<file path="config.mk">
export PLATFORM = sky130hd
export DESIGN_NAME = tsvt_rotate
export DESIGN_NICKNAME = d
export VERILOG_FILES = /design/src/design/tsvt_pkg.sv /design/src/design/tsvt_rotate.sv
export SDC_FILE = /design/constraint.sdc
export NUM_CORES = 1
export LEC_CHECK = 0
export ABC_AREA = 1
export BUFFER_PORTS_ARGS = -buffer_cell sky130_fd_sc_hd__buf_2
export CORE_MARGIN = 3
export CORE_UTILIZATION = 48
export CTS_CLUSTER_SIZE = 25
export DETAILED_ROUTE_END_ITERATION = 10
export GPL_TIMING_DRIVEN = 0
export PLACE_DENSITY = 0.67
export SKIP_LAST_GASP = 1
export SLEW_MARGIN = 20
export SYNTH_ARGS = -nofsm -noshare
export SYNTH_HDL_FRONTEND = slang
export SYNTH_SLANG_ARGS = --single-unit
</file>
<file path="constraint.sdc">
create_clock -name clk -period 13.9 [get_ports clk]
set_input_delay 0.695 -clock clk [delete_from_list [all_inputs] [get_ports clk]]
set_output_delay 0.695 -clock clk [all_outputs]
set_load 0.005 [all_outputs]
</file>
<file path="src/design/tsvt_pkg.sv">
// Shared widths, quadrant codes and vector types of the triangle vertex transform.
`default_nettype none

package tsvt_pkg;

  localparam int HEAD_W       = 16;
  localparam int SCALE_W      = 16;
  localparam int PHASE_W      = 32;
  localparam int CORDIC_STEPS = 20;
  localparam int XY_W         = 33;
  localparam int Z_W          = 32;
  localparam int CS_W         = 17;
  localparam int ROT_W        = 32;
  localparam int OFF_W        = ROT_W + SCALE_W + 1;
  localparam int FRAC_W       = 34;
  localparam int VERT_N       = 6;

  typedef enum logic [1:0] {
    QUAD_0 = 2'd0,
    QUAD_1 = 2'd1,
    QUAD_2 = 2'd2,
    QUAD_3 = 2'd3
  } quad_t;

  // Rotated corners in Q2.30, ordered x0, y0, x1, y1, x2, y2.
  typedef logic [VERT_N-1:0][ROT_W-1:0] rot_vec_t;

endpackage

`default_nettype wire

</file>
<file path="src/design/tsvt_rotate.sv">
// Q1.15 rounding with quadrant mapping, then rotation of the three unit-triangle corners.
`default_nettype none

module tsvt_rotate import tsvt_pkg::*; #(
  parameter int SIDE_W = 32
) (
  input  logic                   clk,
  input  logic [2:0]             ld,
  input  logic signed [XY_W-1:0] x_in,
  input  logic signed [XY_W-1:0] y_in,
  input  quad_t                  quad_in,
  input  logic [SIDE_W-1:0]      side_in,
  output rot_vec_t               rot_out,
  output logic [SIDE_W-1:0]      side_out
);

  localparam logic [XY_W-1:0]         ROUND_HALF = XY_W'(1) << 14;
  localparam logic [XY_W-1:0]         MAG_POS    = XY_W'(32767);
  localparam logic [XY_W-1:0]         MAG_NEG    = XY_W'(32768);
  localparam logic signed [CS_W-1:0]  Q15_MAX    = 17'sd32767;
  localparam logic signed [CS_W-1:0]  Q15_MIN    = -17'sd32768;
  localparam logic signed [ROT_W-1:0] ROOT3_HALF = 32'sd28378;

  // Round half away from zero from Q3.30 to Q1.15 and clip to the Q1.15 range.
  function automatic logic signed [CS_W-1:0] round_q15(input logic signed [XY_W-1:0] v);
    logic [XY_W-1:0]        mag;
    logic [XY_W-1:0]        q;
    logic signed [CS_W-1:0] r;
    mag = v[XY_W-1] ? XY_W'(-v) : XY_W'(v);
    q   = (mag + ROUND_HALF) >> 15;
    if (!v[XY_W-1]) begin
      r = (q > MAG_POS) ? Q15_MAX : $signed(q[CS_W-1:0]);
    end else begin
      r = (q > MAG_NEG) ? Q15_MIN : -$signed(q[CS_W-1:0]);
    end
    return r;
  endfunction

  logic signed [CS_W-1:0]  cq;
  logic signed [CS_W-1:0]  sq;
  logic signed [CS_W-1:0]  cos_nxt;
  logic signed [CS_W-1:0]  sin_nxt;
  logic signed [CS_W-1:0]  cos_r;
  logic signed [CS_W-1:0]  sin_r;
  logic [SIDE_W-1:0]       side1_r;

  logic signed [ROT_W-1:0] cos_ext;
  logic signed [ROT_W-1:0] sin_ext;
  logic signed [ROT_W-1:0] cos2_r;
  logic signed [ROT_W-1:0] sin2_r;
  logic signed [ROT_W-1:0] tc_r;
  logic signed [ROT_W-1:0] ts_r;
  logic [SIDE_W-1:0]       side2_r;

  logic signed [ROT_W-1:0] c_half;
  logic signed [ROT_W-1:0] s_half;
  rot_vec_t                rot_nxt;
  rot_vec_t                rot_r;
  logic [SIDE_W-1:0]       side3_r;

  assign cq = round_q15(x_in);
  assign sq = round_q15(y_in);

  always_comb begin
    case (quad_in)
      QUAD_0: begin
        cos_nxt = cq;
        sin_nxt = sq;
      end
      QUAD_1: begin
        cos_nxt = -sq;
        sin_nxt = cq;
      end
      QUAD_2: begin
        cos_nxt = -cq;
        sin_nxt = -sq;
      end
      QUAD_3: begin
        cos_nxt = sq;
        sin_nxt = -cq;
      end
      default: begin
        cos_nxt = cq;
        sin_nxt = sq;
      end
    endcase
  end

  always_ff @(posedge clk) begin
    if (ld[0]) begin
      cos_r   <= cos_nxt;
      sin_r   <= sin_nxt;
      side1_r <= side_in;
    end
  end

  assign cos_ext = ROT_W'(cos_r);
  assign sin_ext = ROT_W'(sin_r);

  always_ff @(posedge clk) begin
    if (ld[1]) begin
      cos2_r  <= cos_ext;
      sin2_r  <= sin_ext;
      tc_r    <= cos_ext * ROOT3_HALF;
      ts_r    <= sin_ext * ROOT3_HALF;
      side2_r <= side1_r;
    end
  end

  assign c_half = cos2_r <<< 14;
  assign s_half = sin2_r <<< 14;

  always_comb begin
    rot_nxt[0] = cos2_r <<< 15;
    rot_nxt[1] = sin2_r <<< 15;
    rot_nxt[2] = -c_half - ts_r;
    rot_nxt[3] = -s_half + tc_r;
    rot_nxt[4] = -c_half + ts_r;
    rot_nxt[5] = -s_half - tc_r;
  end

  always_ff @(posedge clk) begin
    if (ld[2]) begin
      rot_r   <= rot_nxt;
      side3_r <= side2_r;
    end
  end

  assign rot_out  = rot_r;
  assign side_out = side3_r;

endmodule

`default_nettype wire

</file>
==> results.cfg <==
[status]
run_status = finished clean

[synthesis]
synth-seq-cells = 374
synth_ff_type = edfxtp_1
synth_edf_count = 374
avgSynthCellArea_um2 = 9.603
syn_inst = 3344
yosys.cell_types.count = 56
yosys_warnings = 0
syn_area_um2 = 32110
seq_area_frac_synth_pct = 34.98
async_flop_share_pct = 0

[setup_path]
rr_worst_depth = 24
cp_common_cell = fa_1
crit_family = adder cells
critical_path.max_fanout = 5
worstSetupEndpointType = flop
critPathMaxStageDelay_ns = 0.55
critical_path_class = reg -> reg
worstSetupStartpointType = flop
path_depth = 24
crit_slowest_cell = fa_1
crit_chain = ha_1, inv_1, fa_1, fa_1, fa_1, fa_1, inv_1, fa_1, ha_1, a21oi_1, nor2_1, a211oi_1, nand2_1, inv_1, o21ai_0, a21oi_1, o21ai_0, nand3_1, nand2_1, nand3_1, nand2_1, a21oi_1, o21ai_0, xor2_1
required_ns = 14.19
crit_arrival_ns = 6.82
crit_buf_inv = 3

[clock_tree]
cts_tree = built
cts_buffers = 39
cts_sinks = 374
clock_latency_ns = 0.56
htreeDepth = 2
cts_buffer_depth = 3
cts_setup_buffers = 0
cts_resized = 0
ctsRootBufferMaster = clkbuf_16
postCtsHoldBufs = 0
clk_pin_slew_ns = 0.06

[drt]
drt-total-wl_mm = 72.54
drtAntennaViolNets = 0
wl_per_cell_um = 15.73
viasPerCell = 4.973
drt_iter0_markers = 1516
drc = 0
dr_total_vias = 22930
drt-pass1-iter-count = 5

[timing]
rsz0062_at_grt = false
fin_crit_ns = 6.528
post-route-period-util_pct = 46.96
relSlewSlack_pct = 49.49
clock_skew_ns = 0.02627
fin_tns_setup_ns = 0
tightest_slew_ns = 0.7577
holdWs_ns = 0.3184
setup_viol = 0
fmax_ghz = 0.1532
hold_viol_final = 0
drv_slew = 0

[global_route]
overflow = 0
grt_use_total_pct = 20.85
grt_pass1_vias = 22660
grt_antenna_before_repair = 3
grt_pass1_wl_mm = 117.4
grt_max_degree = 105

[worst_hold_path]
min_path_cells = 1
hold_class = in -> reg

[layout]
stdcell_area_um2 = 36090
nNetsFinal = 4363
syn_to_final_growth_pct = 12.40
drive_gt1_share_pct = 16.92

[placed_design]
dpl_cell_area_um2 = 34930
gp_congestion = 0.9424
detailed_place_hpwl_mm = 59.64
port_buffers = 293

[floorplanning]
die_w_um = 264.6
num_rows = 94
ios = 328
start_util_pct = 48.67
coreArea_um2 = 65980
die_area_um2 = 70040
die_h_um = 264.6

[run]
max-cap-violations = 0
==> cells in the final DEF (no fill, tap or decap), drive strengths merged, types with 3 or more instances in the layout <==
cell type	count
o21a	4
buf	359
o21bai	18
a21boi	7
nand2	651
o2111ai	6
clkinv	23
clkinvlp	4
o31ai	7
nor3	35
edfxtp	374
clkbuf	59
a21o	5
a31oi	8
fa	260
o21ai	96
nand3	205
xor2	152
nor2	259
inv	630
nand4	58
nor3b	3
nand3b	18
a21oi	125
conb	34
nor4	7
xnor2	43
ha	282
and2	3
==> cells in the mapped netlist (4+ instances only) <==
master,number,share of area [%]
buf_4,42,0.98
nand3_1,188,2.9
xnor2_1,43,1.2
nand3b_2,4,0.14
inv_2,18,0.21
nand4_1,58,1.1
nand2_2,85,1.7
o21a_1,4,0.094
a21boi_1,4,0.094
nor2_4,23,0.81
a21o_1,5,0.12
xor2_1,152,4.1
a31oi_1,8,0.16
nand3_2,14,0.44
o21ai_0,67,1.0
nor2_1,191,2.2
nand2_1,560,6.5
nor3_2,7,0.22
edfxtp_1,374,35
o21ai_1,22,0.34
nor4_1,7,0.14
nand2_4,6,0.21
fa_1,260,16
o21ai_2,7,0.19
a21oi_1,123,1.9
o31ai_1,7,0.16
o21bai_1,14,0.33
o2111ai_1,6,0.16
buf_2,14,0.22
inv_1,610,7.1
ha_1,282,11
nor3_1,27,0.42
clkbuf_1,18,0.21
nand3b_1,14,0.33
nor2_2,45,0.88
==> layer usage <==
| layer | vias to the layer above | track usage (%) | share of wire (%) |
|---|---|---|---|
| li1 | 11510 | - | - |
| met1 | 10780 | 28.08 | 44 |
| met2 | 537 | 36.00 | 48 |
| met3 | 97 | 2.534 | 4.8 |
| met4 | 2 | 5.364 | 2.4 |
| met5 | - | 0 | 0.018 |
==> final cells by class <==
| type | instances | area (um^2) |
|---|---|---|
| Fill cell | 5906 | 29890 |
| Multi-Input combinational cell | 2297 | 18150 |
| Sequential cell | 374 | 11230 |
| Inverter | 628 | 2357 |
| Timing Repair Buffer | 299 | 1617 |
| Tap cell | 864 | 1081 |
| Clock buffer | 41 | 983.4 |
| Buffer | 78 | 499.2 |
| Clock inverter | 29 | 175.2 |
| Antenna cell | 1 | 2.502 |
==> registers in the layout, indices dropped and copies added (netlist names) <==
name and count:
cos2_r 17, cos_r 17, rot_out 152, side1_r 32
side2_r 32, side_out 32, sin2_r 17, sin_r 17
tc_r 29, ts_r 29
==> cells by family after synthesis <==
group	count (synthesis)	synth area share (%)
buffers and inverters	706	8.896
flip-flops	374	34.98
AND/OR/NAND/NOR	1242	18.47
AO/OA/AOI/OAI	284	5.132
adder cells (fa/ha/maj)	542	27.20
XOR/XNOR	195	5.319
other	1	0.01168
==> path summary, 6_finish.rpt <==
path	from	endpoint	slack [ns]
max	sin_r[5]	ts_r[30]	7.37
min	side_in[28]	side1_r[28]	0.32
max reg2reg	sin_r[5]	ts_r[30]	7.37
min reg2reg	side2_r[19]	side_out[19]	0.41
==> through the flow <==
step                setup slack [ns]  instances  utilization (%)
floorplan                      7.903       3377                -
global placement               7.066       4534            52.72
detailed placement             7.407       4540            52.94
CTS                            7.398       4610            54.70
global route                   6.966       4610            54.70
finish                         7.372       4611            54.70
Power is not shown: default switching activity piles up to over one toggle a cycle in this logic, so the estimate is an artifact.
